==> src/rtl/ecu_pkg.sv <==
// easing curve unit package: widths, fixed-point constants, command codes
// and the control word that travels alongside the curve pipelines
// no dependencies
`default_nettype none
package ecu_pkg;

  localparam int FRAC_BITS = 16;
  localparam int TW = FRAC_BITS + 1;
  localparam int XW = FRAC_BITS + 2;
  localparam int YW = FRAC_BITS + 1;
  localparam int CW = 3;

  // latency of every curve unit, set by the square root
  localparam int UNIT_LAT = FRAC_BITS + 4;
  localparam int BOUNCE_LAT = 3;
  localparam int QUINT_LAT = 5;

  localparam logic [TW-1:0] ONE_T = TW'(1) << FRAC_BITS;

  typedef enum logic [CW-1:0] {
    CMD_UP_BOUNCE   = 3'd0,
    CMD_DOWN_BOUNCE = 3'd1,
    CMD_UP_CIRC     = 3'd2,
    CMD_DOWN_CIRC   = 3'd3,
    CMD_UP_QUINT    = 3'd4,
    CMD_DOWN_QUINT  = 3'd5
  } cmd_e;

  typedef enum logic [1:0] {
    KIND_BOUNCE = 2'd0,
    KIND_CIRC   = 2'd1,
    KIND_QUINT  = 2'd2
  } kind_e;

  typedef struct packed {
    logic            pass;
    logic            down;
    kind_e           kind;
    logic [TW-1:0]   forced;
  } ctl_t;

endpackage
`default_nettype wire

==> src/rtl/ecu_quint.sv <==
// out-quint curve: four rounded multiplies of 1-t, then 1-p
// five stages padded to the common unit latency; depends on ecu_pkg
`default_nettype none
module ecu_quint
  import ecu_pkg::*;
(
  input  wire logic          clk_i,
  input  wire logic          en_i,
  input  wire logic [TW-1:0] t_i,
  output logic [TW-1:0]      f_o
);
  localparam int PW = 2 * TW;
  localparam int PAD = UNIT_LAT - QUINT_LAT + 1;

  logic [TW-1:0] u_q   [4];
  logic [PW-1:0] prod_q [4];
  logic [PW-1:0] rnd   [4];
  logic [TW-1:0] p_w;
  logic [TW-1:0] pad_q [PAD];

  for (genvar i = 0; i < 4; i++) begin : g_rnd
    assign rnd[i] = ((prod_q[i] >> (FRAC_BITS - 1)) + PW'(1)) >> 1;
  end
  assign p_w = (rnd[3] > PW'(ONE_T)) ? ONE_T : rnd[3][TW-1:0];

  always_ff @(posedge clk_i) begin
    if (en_i) begin
      u_q[0] <= ONE_T - t_i;
      prod_q[0] <= PW'(ONE_T - t_i) * PW'(ONE_T - t_i);
      for (int i = 1; i < 4; i++) begin
        u_q[i] <= u_q[i-1];
        prod_q[i] <= PW'(rnd[i-1][TW-1:0]) * PW'(u_q[i-1]);
      end
      pad_q[0] <= ONE_T - p_w;
      for (int k = 1; k < PAD; k++) pad_q[k] <= pad_q[k-1];
    end
  end

  assign f_o = pad_q[PAD-1];
endmodule
`default_nettype wire

==> config.mk <==
export PLATFORM = sky130hd
export DESIGN_NAME = ecu_quint
export DESIGN_NICKNAME = d
export VERILOG_FILES = /design/src/rtl/ecu_pkg.sv /design/src/rtl/ecu_quint.sv
export SDC_FILE = /design/constraint.sdc
export NUM_CORES = 2
export LEC_CHECK = 0
export ABC_AREA = 1
export BUFFER_PORTS_ARGS = -buffer_cell sky130_fd_sc_hd__buf_2
export CAP_MARGIN = 20
export CELL_PAD_IN_SITES_DETAIL_PLACEMENT = 1
export CELL_PAD_IN_SITES_GLOBAL_PLACEMENT = 1
export CORE_AREA = 8 8 417 256
export CTS_CLUSTER_SIZE = 14
export DETAILED_ROUTE_END_ITERATION = 6
export DIE_AREA = 0 0 425 264
export GPL_TIMING_DRIVEN = 1
export PLACE_DENSITY = 0.89
export SKIP_LAST_GASP = 1
export SYNTH_ARGS = -nofsm -noshare
export SYNTH_HDL_FRONTEND = slang
export SYNTH_SLANG_ARGS = --single-unit
==> constraint.sdc <==
create_clock -name clk_i -period 10.31 [get_ports clk_i]
set_input_delay 3.093 -clock clk_i [delete_from_list [all_inputs] [get_ports clk_i]]
set_output_delay 3.093 -clock clk_i [all_outputs]
set_load 0.05 [all_outputs]
==> flow_summary_export.csv <==
group,metric,value,unit
yosys,synth.lib_cells_used.distinct,49,
finish,finalNonFillerCells,6962,
yosys,syn-mean-instance-area,9.28,um2
die,die_h,264,um
clock_tree,cts_max_level,2,
global_routing,grt_overflow,0,
run,total_of_max_cap_violations,0,
sta,rsz0062_at_grt,"no",
yosys,synth_adder_area_share,46.0,%
sta,timing.clock.skew,0.0533,ns
placed_design,post-place-ws,-0.272,ns
global_routing,antenna_found_initial,5,
yosys,synth.top_cell.area_share,36.2,%
clock_tree,cts_made_buffers,42,
clock_tree,clock_path_buffers,3,
routing,routed_via_density,5.79,
yosys,synth_compound_area_share,3.28,%
global_routing,grt.total_usage,31.0,%
die,core.rowCount,91,
sta,period_needed,9.99,ns
worst_setup_path,critical_path_endpoint_category,"flip-flop",
global_routing,grt_pass1_wl,268000,um
worst_setup_path,most_frequent_cell_on_critical_path,"nand2_1",
sta,relative_slew_slack,23.0,%
sta,final_max_slew_viol_count,0,
routing,detailedRoute.firstIterationViolations,4270,
die,die_area,112000,um2
routing,route.vias.total,40300,
global_routing,grt_start_max_net_pins,162,
yosys,count_of_mapped_cells_out_of_synthesis,5596,
placed_design,io_buffer_count,35,
finish,utilization,54.5,%
yosys,seq_area_frac_synth,22.9,%
sta,post-route-period-util,96.9,%
clock_tree,postCtsSetupRepairBufs,0,
worst_setup_path,logic_depth_of_the_worst_register_to_register_path,31,
sta,worst_slew_pin_slew,1.16,ns
yosys,synthFlopType,"edfxtp_1",
yosys,synth_warnings,0,
worst_setup_path,crit_end,"prod_q[0][25]",
clock_tree,clk_pin_slew,0.06,ns
routing,drt.antenna.violating_nets,0,
yosys,synth-seq-cells,396,
worst_setup_path,crit_slowest_cell,"fa_1",
sta,setup_violations,0,
finish,fill_cells,11600,
worst_setup_path,required,10.65,ns
yosys,mappedNetlistArea,51900,um2
yosys,edff_count_synth,396,
yosys,synth_area_leader_cell,"fa_1",
routing,drcViolationCount,0,
placed_design,post-dp-hpwl,139000,um
clock_tree,cts.repair.resized,0,
worst_setup_path,timing.critical_path.from,"t_i[0]",
yosys,post_synthesis_xor_xnor_area_fraction,2.03,%
die,chipWidth,425,um
clock_tree,clock-root-buffer,"clkbuf_16",
clock_tree,tritoncts,"yes",
worst_setup_path,crit_fanout,10,
run_status,result_of_the_run,"completed",
worst_setup_path,delay_of_the_slowest_critical_path_stage,0.61,ns
placed_design,final_gp_congestion,0.923,
sta,timing.final.ws_setup,0.324,ns
yosys,async_flop_share,0,%
sta,achievable-frequency,100,MHz
clock_tree,clock_insertion_delay_worst_skew,0.63,ns
finish,areaGrowthSynthToFinish,6.03,%
hold_path,timing.hold.worst.class,"flip-flop to flip-flop",
routing,first_pass_iters,5,
die,io_pins,36,
die,initial_utilization,51.4,%
worst_setup_path,reg2reg_slack,0.49,ns
routing,route.final.wire_length,172000,um
yosys,synth_top_family_by_area,"adder cells",
yosys,synth.net_count,6960,
die,design.core.area,101000,um2
routing,wl_per_cell,24.8,um
yosys,fraction_of_the_mapped_netlist_area_in_simple_logic_gates,14.2,%
clock_tree,tritoncts_num_sinks,396,
worst_setup_path,worst_r2r_endpoint,"prod_q[3][26]",
worst_setup_path,critPathArrivalTime,10.33,ns
clock_tree,cts.hold.buffers_added,0,
yosys,yosys-mux-area-fraction,0,%
worst_setup_path,path_class,"primary input to flip-flop",
finish,nets,6945,
placed_design,placed_cells_incl_taps,6884,
sta,timing_hold_violations_final,0,
global_routing,grt_pass1_vias,46000,
finish,drive_gt1_share,3.49,%
yosys,synthTopCellsByArea,"fa_1 (36%), edfxtp_1 (23%), inv_1 (10%), ha_1 (9.8%), nand2_1 (8.1%)",
worst_setup_path,crit-reg2reg-launch,"prod_q[2][15]",
worst_setup_path,worstSetupStartpointType,"primary input",
-- placed cells by master (no fill, tap or decap), types with 42 or more instances in the layout --
master        n
a21oi_1     125
clkbuf_16    42
edfxtp_1    396
fa_1        939
ha_1        406
inv_1      1443
nand2_1    1114
nand3_1      55
nand4_1      52
nor2_1      522
o21ai_0      85
xor2_1       82
-- cell families (layout without fill, tap and decap cells) --
family / after synthesis / count (layout)
buf+inv: 1596 / 1611
fa+ha+maj: 1345 / 1345
xor+xnor: 118 / 118
flops: 396 / 396
other cells: 0 / 3
simple gates: 1843 / 1843
compound gates: 298 / 298
-- synthesized netlist by cell type (37+ instances only) --
master,number
nand3_1,55
xor2_1,83
inv_1,1443
edfxtp_1,396
ha_1,406
nor2_1,522
nand2_1,1114
clkbuf_1,127
o21ai_0,86
nand4_1,52
nor3_1,37
fa_1,939
a21oi_1,125
-- how the worst min path moves through the flow --
stage / depth (start not counted) / to / slack (ns) / from
global route: 0 / pad_q[15][13] / 0.42 / pad_q[14][13]
CTS: 0 / pad_q[6][4] / 0.41 / pad_q[5][4]
detailed placement: 0 / pad_q[13][1] / 0.41 / pad_q[12][1]
finish: 0 / pad_q[9][5] / 0.40 / pad_q[8][5]
floorplan: 0 / pad_q[10][0] / 0.40 / pad_q[9][0]
global placement: 0 / pad_q[15][15] / 0.40 / pad_q[14][15]
-- registers in the layout (all words and copies together), names as in the netlist --
register,flops
u_q,50
pad_q,272
prod_q,74
-- routing by layer --
metal  up-vias  GRT usage [%]  wire [um]
met4         6           10.2       5870
met2      2488           47.3      76300
met5         -              0         31
li1      16700              -          -
met3       530           8.76      21300
met1     20600           42.8      68900
-- metrics by stage --
stage / TNS (ns) / hold WS [ns] / cell area (um2)
floorplan: 0 / 0.400 / 51900
global placement: 0 / 0.400 / 53600
detailed placement: -0.958 / 0.405 / 53600
CTS: 0 / 0.405 / 55000
global route: 0 / 0.423 / 55100
finish: 0 / 0.395 / 55100
-- critical path: cells and delay by family --
family,cells,cell delay [ns]
compound gates,3,1.03
buf+inv,6,0.83
fa+ha+maj,7,3.25
xor+xnor,1,0.06
simple gates,13,2.07
-- area by class of cell --
type	count	area, um2	area share, %
sequential	396	11900	21.6
tap	1348	1690	3.06
timing repair buffer	79	561	1.02
antenna	3	7.51	0.0136
inverter	1458	5480	9.95
clock buffer	51	1080	1.97
clock inverter	23	322	0.584
multi-input combinational	3604	34000	61.8
Power is left out: the tool's default activity adds up to more than one toggle a clock period on the data nets, which glitch-free logic cannot reach.
