### src/rtl/ecu_pkg.sv
// easing curve unit package: widths, fixed-point constants, command codes
// and the control word that travels alongside the curve pipelines
// no dependencies
`default_nettype none
package ecu_pkg;

  localparam int FRAC_BITS = 16;
  localparam int TW = FRAC_BITS + 1;
  localparam int XW = FRAC_BITS + 2;
  localparam int YW = FRAC_BITS + 1;
  localparam int CW = 3;

  // latency of every curve unit, set by the square root
  localparam int UNIT_LAT = FRAC_BITS + 4;
  localparam int BOUNCE_LAT = 3;
  localparam int QUINT_LAT = 5;

  localparam logic [TW-1:0] ONE_T = TW'(1) << FRAC_BITS;

  typedef enum logic [CW-1:0] {
    CMD_UP_BOUNCE   = 3'd0,
    CMD_DOWN_BOUNCE = 3'd1,
    CMD_UP_CIRC     = 3'd2,
    CMD_DOWN_CIRC   = 3'd3,
    CMD_UP_QUINT    = 3'd4,
    CMD_DOWN_QUINT  = 3'd5
  } cmd_e;

  typedef enum logic [1:0] {
    KIND_BOUNCE = 2'd0,
    KIND_CIRC   = 2'd1,
    KIND_QUINT  = 2'd2
  } kind_e;

  typedef struct packed {
    logic            pass;
    logic            down;
    kind_e           kind;
    logic [TW-1:0]   forced;
  } ctl_t;

endpackage
`default_nettype wire

### src/rtl/ecu_circ.sv
// out-circ curve: sqrt(1-(1-t)^2), one result bit per stage, rounded
// to nearest; depends on ecu_pkg
`default_nettype none
module ecu_circ
  import ecu_pkg::*;
(
  input  wire logic          clk_i,
  input  wire logic          en_i,
  input  wire logic [TW-1:0] t_i,
  output logic [TW-1:0]      f_o
);
  localparam int VW = 2 * FRAC_BITS + 1;
  localparam int AW = VW + 2;
  localparam int NS = FRAC_BITS + 1;

  logic [2*TW-1:0] usq_q;
  logic [VW-1:0]   rem_q [NS+1];
  logic [TW-1:0]   res_q [NS+1];
  logic [TW-1:0]   fl_w;
  logic [TW:0]     y_w;
  logic [TW-1:0]   y_q;

  always_ff @(posedge clk_i) begin
    if (en_i) begin
      usq_q <= (2*TW)'(ONE_T - t_i) * (2*TW)'(ONE_T - t_i);
      rem_q[0] <= VW'(((2*TW)'(1) << (2*FRAC_BITS)) - usq_q);
      res_q[0] <= '0;
    end
  end

  for (genvar j = 0; j < NS; j++) begin : g_step
    localparam int B = FRAC_BITS - j;
    logic [AW-1:0] trial;
    logic          take;
    assign trial = (AW'(res_q[j]) << (B + 1)) + (AW'(1) << (2 * B));
    assign take = AW'(rem_q[j]) >= trial;
    always_ff @(posedge clk_i) begin
      if (en_i) begin
        rem_q[j+1] <= take ? VW'(AW'(rem_q[j]) - trial) : rem_q[j];
        res_q[j+1] <= take ? (res_q[j] | (TW'(1) << B)) : res_q[j];
      end
    end
  end

  assign fl_w = res_q[NS];
  assign y_w = (rem_q[NS] > VW'(fl_w)) ? (TW+1)'(fl_w) + (TW+1)'(1) : (TW+1)'(fl_w);

  always_ff @(posedge clk_i) begin
    if (en_i) begin
      y_q <= (y_w > (TW+1)'(ONE_T)) ? ONE_T : y_w[TW-1:0];
    end
  end

  assign f_o = y_q;
endmodule
`default_nettype wire

### config.mk
export PLATFORM = sky130hd
export DESIGN_NAME = ecu_circ
export DESIGN_NICKNAME = d
export VERILOG_FILES = /design/src/rtl/ecu_pkg.sv /design/src/rtl/ecu_circ.sv
export SDC_FILE = /design/constraint.sdc
export NUM_CORES = 2
export LEC_CHECK = 0
export BUFFER_PORTS_ARGS = -buffer_cell sky130_fd_sc_hd__buf_2
export CAP_MARGIN = 10
export CORE_AREA = 2 2 401 403
export CTS_BUF_LIST = sky130_fd_sc_hd__clkbuf_8
export CTS_CLUSTER_DIAMETER = 100
export DETAILED_ROUTE_END_ITERATION = 8
export DIE_AREA = 0 0 403 405
export GPL_TIMING_DRIVEN = 1
export PLACE_DENSITY_LB_ADDON = 0.2
export SLEW_MARGIN = 10
export SYNTH_ARGS = -nofsm -noshare
export SYNTH_HDL_FRONTEND = slang
export SYNTH_SLANG_ARGS = --single-unit
### constraint.sdc
create_clock -name clk_i -period 7.8 [get_ports clk_i]
set_clock_uncertainty 0.15 [all_clocks]
set_input_delay 0 -clock clk_i [delete_from_list [all_inputs] [get_ports clk_i]]
set_output_delay 0 -clock clk_i [all_outputs]
set_load 0.01 [all_outputs]
==> reports/results.ini <==
[outcome]
status = finished clean

[pwr]
p_leak_uw = 0.02184
total_power_uw = 22830
ir_drop_mv = 1.945
p_per_area_mw_per_mm2 = 429.4

[sta]
period_needed_ns = 7.450
hold_viol_final = 0
setup_viol = 0
rsz0062_at_grt = false
fmax_mhz = 134.2
period_share = 0.9551
slew_viol_final = 0
fin_setup_tns_ns = 0
tightest_slew_ns = 1.117
slew_headroom = 0.2550

[critical_path]
cp_common_cell = fa_1
crit_family = adder cells
cp-startpoint = t_i[0]
start_kind = input pin
cp_data_arrival_time_ns = 7.84
cp_max_fo = 6
cpMaxStageDelayCell = fa_1
rr_endpoint = rem_q[17][31]
worst_ep_required_time_ns = 8.19
reg2reg_slack_ns = 3.77
cpPeakStageDelay_ns = 0.56
cp-end-kind = flop
rr_startpoint = res_q[16][1]
path_class = in2reg
cp_num_buf_inv = 10
ff2ff_path_depth = 13

[yosys]
synth_top_flop_cell = edfxtp_1
synth-edff-count = 779
synth_nets = 4615
ys_seq_elements = 779
seq_area_frac_synth = 0.4932
post_synth.cell_area_avg_sq_um = 11.76
synthCells = 4034
ys_warn_count = 0
async_flop_share = 0
ys_types = 91
synth_area_sq_mm = 0.04743

[worst_hold_path]
worstHoldPathCells = 7
hp-class = in2reg
hold_start = t_i[2]
hold-path-endpoint = usq_q[3]

[clock_network]
cts_sinks = 779
cts_setup_buffers = 0
clk_pin_slew_ns = 0.06
clockRootBuffer = clkbuf_8
cts_tree = built
cts_buffer_depth = 3
cts-htree-levels = 4
cts_buffers = 141
clock_latency_ns = 0.80

[drt]
drc = 0
vias = 29268
wl_per_cell_um = 16.01
first_pass_iters = 5
final_antenna_net_count = 0
via_per_inst = 4.560
drtIter0Drc = 1553
wl_mm = 102.8

[finish]
syn_to_final_growth_pct = 12.09
utilization = 0.3338
layout-drive-gt1-share = 0.08293
seq_area_sq_mm = 0.02339
final_cells = 6418
fin_area_sq_mm = 0.05316
nNetsFinal = 4808
multiInputGateArea_sq_mm = 0.02143
nFillCells = 16110

[placed_design]
io_buffer_count = 35
dp_hpwl_mm = 78.90
dp_cells = 6165
gp_congestion = 0.8398
placedInstanceArea_sq_mm = 0.05058

[grt]
antenna_found_initial = 3
grt_max_degree = 191
met3_usage = 0.02325
grtUsageMet1 = 0.1561
grt_busiest_layer = met2
grt_usage = 0.1282
overflow = 0
grt_use_met2 = 0.2275
grt_pass1_wl_mm = 165.5
grt_pass1_vias = 30695

[run]
cap_violations = 0

[floorplanning]
coreArea_sq_mm = 0.1593
die-area_sq_mm = 0.1632
fp.dieH_um = 405
initial_core_util = 0.2978
io_pins = 36
die_w_um = 403
num_rows = 147

-- synthesized netlist by cell type (22+ instances only) --
cell	number	share of area
edfxtp_1	779	0.49
inv_1	629	0.050
nor2_1	282	0.022
fa_1	281	0.12
ha_1	281	0.074
nand2_1	270	0.021
xnor2_1	197	0.036
a21oi_1	155	0.016
o21ai_0	131	0.014
xor2_1	120	0.022
nor3_1	92	0.0097
nor4_1	81	0.011
a21o_1	64	0.010
nand3_1	59	0.0062
o21a_1	49	0.0078
nand2b_1	46	0.0061
clkbuf_1	45	0.0036
or3_1	40	0.0053
nand4_1	39	0.0051
mux2_2	35	0.0083
o31ai_1	32	0.0051
nor2b_1	26	0.0034
and2_1	22	0.0029
-- report_power, final --
| group | internal (uW) | switching, uW |
|---|---|---|
| Clock | 1800 | 1680 |
| Sequential | 6100 | 511 |
| Combinational | 5750 | 6990 |
-- layer usage --
| layer | wire [um] | vias to the layer above |
|---|---|---|
| met1 | 44480 | 14206 |
| met5 | 13 | - |
| li1 | - | 14432 |
| met3 | 3825 | 182 |
| met2 | 51680 | 446 |
| met4 | 2773 | 2 |
-- cells by family (layout without fill, tap and decap cells) --
kind of cell,after synthesis,count (layout),synth area share
compound gates,559,559,0.07598
xor+xnor,317,317,0.05854
fa+ha+maj,562,562,0.1927
buf+inv,695,990,0.05543
flops,779,779,0.4932
mux,42,42,0.009814
other cells,1,4,0.00007907
simple gates,1079,1079,0.1142
-- worst register-to-register path: stages, from the launching register on --
cell and delay (ns):
edfxtp_1 0.36, inv_1 0.09, ha_1 0.33, ha_1 0.14, and4_1 0.20, a2111oi_0 0.08, o31ai_1 0.42, a31o_2 0.28
o21a_1 0.21, nand3b_1 0.17, buf_4 0.34, or4b_1 0.62, nor4_2 0.29, xor2_1 0.10
-- flip-flops by register name, summed over array words and instances (netlist names), named ones only --
signal	cells
f_o	17
usq_q	32
res_q	153
rem_q	576
-- repair_timing --
item | 4_1_cts | 5_1_grt
endpoints found under the setup margin | 0 | 3
gates resized for setup | 0 | 5
hold endpoints to repair | 107 | 0
hold buffers | 5 | 0
-- stage by stage --
stage | hold slack [ns] | worst slack (ns)
3_5_place_dp | 0.2552 | 0.005943
4_1_cts | 0.03584 | 0.2733
6_report | 0.1341 | 0.3500
5_1_grt | 0.1255 | 0.03666
2_1_floorplan | -0.05113 | 0.1854
3_3_place_gp | 0.2515 | 0.09788
-- placed cells by master (no fill, tap or decap), types with 22 or more instances in the layout --
cell type	count
edfxtp_1	779
inv_1	661
nor2_1	282
fa_1	281
ha_1	281
nand2_1	270
xnor2_1	197
a21oi_1	153
clkbuf_8	146
o21ai_0	130
xor2_1	119
nor3_1	92
nor4_1	81
buf_4	67
a21o_1	64
nand3_1	59
o21a_1	49
nand2b_1	46
clkinv_1	45
or3_1	40
nand4_1	39
mux2_2	35
buf_2	34
o31ai_1	32
nor2b_1	26
and2_1	22
-- cell type report --
| cell class | instances | area share |
|---|---|---|
| antenna | 3 | 0.0001412 |
| clock buffer | 146 | 0.03780 |
| clock inverter | 99 | 0.009391 |
| inverter | 633 | 0.04470 |
| multi-input combinational | 2560 | 0.4031 |
| sequential | 779 | 0.4400 |
| tap | 2086 | 0.04910 |
| timing repair buffer | 112 | 0.01577 |
-- worst max path at each step --
| stage | to | slack (ns) | depth (start not counted) |
|---|---|---|---|
| 2_1_floorplan | usq_q[32] | 0.19 | 29 |
| 3_3_place_gp | usq_q[32] | 0.1 | 29 |
| 3_5_place_dp | usq_q[32] | 0.006 | 30 |
| 4_1_cts | usq_q[32] | 0.27 | 29 |
| 5_1_grt | usq_q[29] | 0.04 | 27 |
| 6_report | usq_q[32] | 0.35 | 29 |
Power figures use the tool's default switching activity.
