===== config.mk =====
export PLATFORM = sky130hd
export DESIGN_NAME = ecu_bounce
export DESIGN_NICKNAME = d
export VERILOG_FILES = /design/src/rtl/ecu_pkg.sv /design/src/rtl/ecu_bounce.sv
export SDC_FILE = /design/constraint.sdc
export NUM_CORES = 1
export LEC_CHECK = 0
export BUFFER_PORTS_ARGS = -buffer_cell sky130_fd_sc_hd__buf_2
export CAP_MARGIN = 20
export CORE_UTILIZATION = 52
export CTS_CLUSTER_DIAMETER = 200
export CTS_CLUSTER_SIZE = 16
export DETAILED_ROUTE_END_ITERATION = 8
export HOLD_SLACK_MARGIN = 0.03
export PLACE_DENSITY = 0.68
export SLEW_MARGIN = 30
export SYNTH_ARGS = -nofsm -noshare
export SYNTH_HDL_FRONTEND = slang
export SYNTH_SLANG_ARGS = --single-unit

===== constraint.sdc =====
create_clock -name clk_i -period 11.47 [get_ports clk_i]
set_input_delay 0.5735 -clock clk_i [delete_from_list [all_inputs] [get_ports clk_i]]
set_output_delay 0.5735 -clock clk_i [all_outputs]
set_load 0.02 [all_outputs]

===== src/rtl/ecu_pkg.sv =====
// easing curve unit package: widths, fixed-point constants, command codes
// and the control word that travels alongside the curve pipelines
// no dependencies
`default_nettype none
package ecu_pkg;

  localparam int FRAC_BITS = 16;
  localparam int TW = FRAC_BITS + 1;
  localparam int XW = FRAC_BITS + 2;
  localparam int YW = FRAC_BITS + 1;
  localparam int CW = 3;

  // latency of every curve unit, set by the square root
  localparam int UNIT_LAT = FRAC_BITS + 4;
  localparam int BOUNCE_LAT = 3;
  localparam int QUINT_LAT = 5;

  localparam logic [TW-1:0] ONE_T = TW'(1) << FRAC_BITS;

  typedef enum logic [CW-1:0] {
    CMD_UP_BOUNCE   = 3'd0,
    CMD_DOWN_BOUNCE = 3'd1,
    CMD_UP_CIRC     = 3'd2,
    CMD_DOWN_CIRC   = 3'd3,
    CMD_UP_QUINT    = 3'd4,
    CMD_DOWN_QUINT  = 3'd5
  } cmd_e;

  typedef enum logic [1:0] {
    KIND_BOUNCE = 2'd0,
    KIND_CIRC   = 2'd1,
    KIND_QUINT  = 2'd2
  } kind_e;

  typedef struct packed {
    logic            pass;
    logic            down;
    kind_e           kind;
    logic [TW-1:0]   forced;
  } ctl_t;

endpackage
`default_nettype wire


===== src/rtl/ecu_bounce.sv =====
// out-bounce curve: segment pick, squared offset, add and clamp
// three stages padded to the common unit latency; depends on ecu_pkg
`default_nettype none
module ecu_bounce
  import ecu_pkg::*;
(
  input  wire logic          clk_i,
  input  wire logic          en_i,
  input  wire logic [TW-1:0] t_i,
  output logic [TW-1:0]      f_o
);
  localparam int EW = TW + 4;
  localparam int PAD = UNIT_LAT - BOUNCE_LAT + 1;
  localparam logic [EW-1:0] K4 = EW'(4) << FRAC_BITS;
  localparam logic [EW-1:0] K6 = EW'(6) << FRAC_BITS;
  localparam logic [EW-1:0] K8 = EW'(8) << FRAC_BITS;
  localparam logic [EW-1:0] K9 = EW'(9) << FRAC_BITS;
  localparam logic [EW-1:0] K10 = EW'(10) << FRAC_BITS;
  localparam logic [EW-1:0] K105 = EW'(21) << (FRAC_BITS - 1);
  localparam logic [TW:0] OFF1 = (TW+1)'(3) << (FRAC_BITS - 2);
  localparam logic [TW:0] OFF2 = (TW+1)'(15) << (FRAC_BITS - 4);
  localparam logic [TW:0] OFF3 = (TW+1)'(63) << (FRAC_BITS - 6);

  logic [EW-1:0]   t11;
  logic [EW-1:0]   e_d, e_q;
  logic [TW:0]     off_d, off_q, off2_q;
  logic [2*EW-1:0] e2_q;
  logic [2*EW-1:0] sq_w;
  logic [TW:0]     r_w;
  logic [TW-1:0]   y_d;
  logic [TW-1:0]   pad_q [PAD];

  assign t11 = EW'(t_i) * EW'(11);

  always_comb begin
    if (t11 < K4) begin
      e_d = t11;
      off_d = '0;
    end else if (t11 < K8) begin
      e_d = (t11 >= K6) ? t11 - K6 : K6 - t11;
      off_d = OFF1;
    end else if (t11 < K10) begin
      e_d = (t11 >= K9) ? t11 - K9 : K9 - t11;
      off_d = OFF2;
    end else begin
      e_d = (t11 >= K105) ? t11 - K105 : K105 - t11;
      off_d = OFF3;
    end
  end

  assign sq_w = ((e2_q >> (FRAC_BITS + 3)) + (2*EW)'(1)) >> 1;
  assign r_w = sq_w[TW:0] + off2_q;
  assign y_d = (r_w > (TW+1)'(ONE_T)) ? ONE_T : r_w[TW-1:0];

  always_ff @(posedge clk_i) begin
    if (en_i) begin
      e_q <= e_d;
      off_q <= off_d;
      e2_q <= (2*EW)'(e_q) * (2*EW)'(e_q);
      off2_q <= off_q;
      pad_q[0] <= y_d;
      for (int k = 1; k < PAD; k++) pad_q[k] <= pad_q[k-1];
    end
  end

  assign f_o = pad_q[PAD-1];
endmodule
`default_nettype wire


==> impl_metrics.tcl, run 1 <==
set metrics [dict create \
    grt_pass1_wl_mm 73.9 \
    crit_path_max_fanout 21 \
    fill_cells 4019 \
    yosys.area.top_type "edfxtp_1" \
    drt_wl_total_mm 43.1 \
    htreeDepth 1 \
    finalCritPeriodShare 0.678 \
    synth_fp_nets 2667 \
    antenna_found_initial 1 \
    synth_cell_type_count 77 \
    layout.nets 2681 \
    syn_inst 2130 \
    holdPathStages 1 \
    cts_resized 0 \
    fp-row-count 81 \
    first_iter_violations 822 \
    crit_family "adder cells" \
    grt_overflow 0 \
    num_io_pins 36 \
    final.setup.tns_ns 0 \
    ys_warn_count 0 \
    first_pass_iters 7 \
    synth.most_common_cell "inv_1" \
    cpMostUsedCell "fa_1" \
    skew_ns 0.0222 \
    async_flop_share 0 \
    synth_ff_type "edfxtp_1" \
    drv_slew 0 \
    grtUsageTotal 0.182 \
    clk_pin_slew_worst_paths_ns 0.09 \
    clock-sinks 352 \
    grt_max_degree 135 \
    root_buffer "clkbuf_16" \
    cp-end-kind "flop" \
    criticalPathCategory "reg2reg" \
    min_period_ns 7.77 \
    synth_top_cell_area_share 0.409 \
    worst_path_max_delay_cell "edfxtp_1" \
    cts_hold_buf 0 \
    die_y_um 225 \
    cts_setup_buffers 0 \
    remaining_drc_errors 0 \
    wl_met2_mm 20.9 \
    finalSetupViolCount 0 \
    ant_nets 0 \
    seq_area_mm2 0.0106 \
    hp-class "in2reg" \
    fp.dieW_um 225 \
    route.vias.total 14400 \
    vias_per_cell 5.13 \
    met3_length_mm 1.60 \
    synth_area_leaders "edfxtp_1 (41%), fa_1 (25%), ha_1 (9.4%)" \
    crit_chain "nand2_1, inv_1, fa_1, fa_1, inv_1, fa_1, inv_1, fa_1, fa_1, fa_1, inv_1, fa_1, inv_1, ha_1, a211oi_1, nand2_1, o21ai_0, o31ai_2, a211o_1, o211a_1, o21a_1, o21a_1, nor2_1, xnor2_1" \
    hold_violations 0 \
    maxSlewHeadroom 0.346 \
    cts-buffers-inserted 25 \
    max_freq_ghz 0.129 \
    syn_to_final_growth_pct 5.73 \
    die-area_mm2 0.0506 \
    ys_ff_latch 352 \
    status "finished clean" \
    synthTopCellsByCount "inv_1 (508), edfxtp_1 (352), fa_1 (324)" \
    required_ns 11.77 \
    n_antenna_cell 0 \
    wl_per_cell_um 15.3 \
    start_util 0.528 \
    cp-start-kind "flop" \
    tightest_slew_ns 0.974 \
    grt_pass1_vias 15300 \
    worst-path-stages 24 \
    cap_violations 0 \
    clk_latency_ns 0.54 \
    met1Wirelength_mm 19.7 \
    critPathArrivalTime_ns 8.08 \
    r2r_cells 24 \
    yosysSeqAreaShare 0.409 \
    max_stage_delay_ns 0.91 \
    clk_path_buf_depth 3 \
    syn-cell-area_mm2 0.0258 \
    io_buffers 35 \
    cts_tree "yes" \
    multi_input_area_mm2 0.0131 \
    hpwl_mm 33.2 \
    drive_gt1_frac 0.0443 \
    core_mm2 0.0490 \
    synth_edf_count 352 \
    path_buf_inv 5 \
    highest_layer "met5" \
    rsz0062_at_grt "false" \
    gp_congestion 0.878 \
    syn_avg_cell_area_um2 12.1 \
]
## area by class of cell
class,count,area share
inverters,510,0.0702
clock buffers,25,0.0229
repair buffers,43,0.00911
flip-flops and latches,352,0.387
multi-input cells,1212,0.480
clock inverters,1,0.000321
well taps,664,0.0304
## metrics by stage
| stage | utilization | area, µm² | hold WS (ns) | setup slack [ns] | std cells |
|---|---|---|---|---|---|
| 2_1_floorplan | - | 25800 | 0.400 | 4.43 | 2130 |
| 3_3_place_gp | 0.545 | 26700 | 0.400 | 3.70 | 2781 |
| 3_5_place_dp | 0.545 | 26700 | 0.405 | 3.66 | 2781 |
| 4_1_cts | 0.558 | 27300 | 0.287 | 3.64 | 2807 |
| 5_1_grt | 0.558 | 27300 | 0.297 | 3.33 | 2807 |
| 6_report | 0.558 | 27300 | 0.317 | 3.70 | 2807 |
## cell families (layout without fill, tap and decap cells)
logic type	after synthesis	count (layout)	share of synthesized area
flops	352	352	0.409
compound gates	178	178	0.0474
mux	5	5	0.00203
xor+xnor	89	89	0.0305
fa+ha+maj	519	519	0.345
buf+inv	566	579	0.0835
simple gates	421	421	0.0823
## worst reg2reg max path, delay by kind of cell, from the launching register on
kind	cells	cell delay, ns
xor+xnor	1	0.07
flops	1	0.91
buf+inv	5	0.32
simple gates	3	0.41
compound gates	7	2.02
fa+ha+maj	8	3.82
## registers in the layout (all words and copies together) (netlist names)
name / flops
off2_q: 3
e2_q: 19
pad_q: 306
e_q: 21
off_q: 3
## layer usage
layer | GRT usage | up-vias
met5 | 0 | -
met4 | 0.0393 | 2
met3 | 0.0173 | 63
met2 | 0.309 | 241
met1 | 0.255 | 7282
li1 | - | 6808
## cell usage in the layout (no fill, tap or decap), types with 34 or more instances in the layout
cell	instances
buf_2	34
nor2_1	70
edfxtp_1	352
nand2_1	139
inv_1	508
and2_1	107
ha_1	194
a21oi_1	48
fa_1	324
xnor2_1	59
## path summary, 6_finish.rpt
check,from,endpoint,slack [ns]
max,e_q[13]$_DFFE_PP_,e2_q[37]$_DFFE_PP_,3.70
min reg2reg,pad_q[12][14]$_DFFE_PP_,pad_q[13][14]$_DFFE_PP_,0.42
min,t_i[0],e_q[0]$_DFFE_PP_,0.32
max reg2reg,e_q[13]$_DFFE_PP_,e2_q[37]$_DFFE_PP_,3.70
Power of run 1 is left out: the tool's default activity adds up to more than one toggle a clock period on the data nets, which glitch-free logic cannot reach.
==> inputs of run 2 (changes only) <==
- PLACE_DENSITY: 0.68 -> 0.7
- clock period: 11.47 -> 7 ns (I/O delays scaled with it)
==> impl_metrics.tcl, run 2 (synthesis results as in run 1) <==
set metrics [dict create \
    status "finished clean" \
    largest_register_ffs 306 \
    skew_ns 0.0305 \
    hpwl_mm 35.5 \
    met2_usage 0.342 \
    io_buffers 35 \
    clock-sinks 352 \
    grtUsageTotal 0.192 \
    syn_to_final_growth_pct 12.7 \
    reg_top3 "pad_q (306), e_q (21), e2_q (19)" \
    finalSetupViolCount 0 \
    clk_latency_ns 0.54 \
    n_antenna_cell 0 \
    cp-start-kind "flop" \
    antenna_found_initial 0 \
    cap_violations 0 \
    crit_path_max_fanout 6 \
    grt_overflow 0 \
    cpMostUsedCell "buf_4" \
    drv_slew 0 \
    remaining_drc_errors 0 \
    start_util 0.528 \
    clk_path_buf_depth 3 \
    rsz0062_at_grt "true" \
    die_y_um 225 \
    critPathArrivalTime_ns 7.23 \
    cp-end-kind "flop" \
    ant_nets 0 \
    finalCritPeriodShare 0.995 \
    largest_register "pad_q" \
    gp_congestion 0.871 \
    num_io_pins 36 \
    hold_violations 0 \
    grt_pass1_wl_mm 77.8 \
    maxSlewHeadroom 0.468 \
    grt_max_degree 196 \
    vias_per_cell 5.04 \
    min_period_ns 6.96 \
    max_stage_delay_ns 0.52 \
    met1_usage 0.250 \
    cts-buffers-inserted 25 \
    worst_path_max_delay_cell "fa_1" \
    utilization 0.595 \
    grt_pass1_vias 16200 \
    wl_per_cell_um 15.5 \
    drt_wl_total_mm 46.0 \
    finalNonFillerCells 2978 \
    fp.dieW_um 225 \
    root_buffer "clkbuf_16" \
    criticalPathCategory "reg2reg" \
    first_iter_violations 746 \
    fp-row-count 81 \
    required_ns 7.27 \
    core_mm2 0.0490 \
    cts_tree "yes" \
    layout_common_cells "inv_1 (491), edfxtp_1 (352), fa_1 (311)" \
    final_common_cell "inv_1" \
    max_freq_ghz 0.144 \
    clk_pin_slew_worst_paths_ns 0.07 \
    layout.nets 2852 \
    met3_usage 0.0184 \
    first_pass_iters 5 \
    htreeDepth 1 \
    hp-class "in2reg" \
    drive_gt1_frac 0.153 \
    die-area_mm2 0.0506 \
    dp.cells 2895 \
    route.vias.total 15000 \
    tightest_slew_ns 0.798 \
    grt-busiest-layer "met2" \
]
==> run 2: changes by cell type in the layout (fill, tap and decap cells not counted), moves of 14 or more <==
cell | previous run | this run
buf_6 | 1 | 24
nand2_1 | 139 | 125
inv_2 | 0 | 17
and2_4 | 0 | 14
buf_4 | 7 | 152
and2_1 | 107 | 93
inv_1 | 508 | 491
==> run 2: worst paths after layout <==
path                                            start                endpoint  slack, ns  cells after the start
worst max-delay path                 e_q[7]$_DFFE_PP_      e2_q[19]$_DFFE_PP_       0.04                     32
worst min register to register  pad_q[9][3]$_DFFE_PP_  pad_q[10][3]$_DFFE_PP_       0.41                      0
worst max register to register       e_q[7]$_DFFE_PP_      e2_q[19]$_DFFE_PP_       0.04                     32
worst min-delay path                           t_i[0]        e_q[0]$_DFFE_PP_       0.09                      1
==> run 2: worst max-delay path: cells and delay by family (launching register included) <==
kind	cells	cell delay (ns)
flip-flops	1	0.49
adder cells (fa/ha/maj)	8	3.75
buffers and inverters	22	2.30
XOR/XNOR	1	0.12
AND/OR/NAND/NOR	1	0.06
==> run 2: what timing repair did <==
item / CTS / global route
endpoints found under the hold margin: 0 / 0
buffers inserted: 45 / 13
hold buffers: 0 / 0
endpoints found under the setup margin: 8 / 10
resized for setup: 93 / 34
pin swaps: 101 / 34
==> run 2: metal layers <==
layer,routed length (µm),part of all wire
met2,23300,0.51
met5,0,0
met4,1210,0.026
met3,1510,0.033
met1,20000,0.43
==> run 2: metrics by stage <==
step	TNS (ns)	cell area, µm²	hold WS [ns]	setup WS [ns]
after floorplan	0	25800	0.400	0.0311
after global placement	-0.496	27500	0.400	-0.225
after detailed placement	-1.08	27500	0.405	-0.299
after CTS	0	28900	0.0660	0.000624
after global routing	-1.43	29100	0.0845	-0.253
final	0	29100	0.0919	0.0361
==> run 2: final cells by class <==
| class | instances | area [µm²] |
|---|---|---|
| Clock buffer | 25 | 626 |
| Clock inverter | 1 | 8.76 |
| Fill cell | 3887 | 19800 |
| Inverter | 510 | 1920 |
| Multi-Input combinational cell | 1212 | 13500 |
| Sequential cell | 352 | 10600 |
| Tap cell | 664 | 831 |
| Timing Repair Buffer | 214 | 1660 |
Power of run 2 is left out for the same reason.
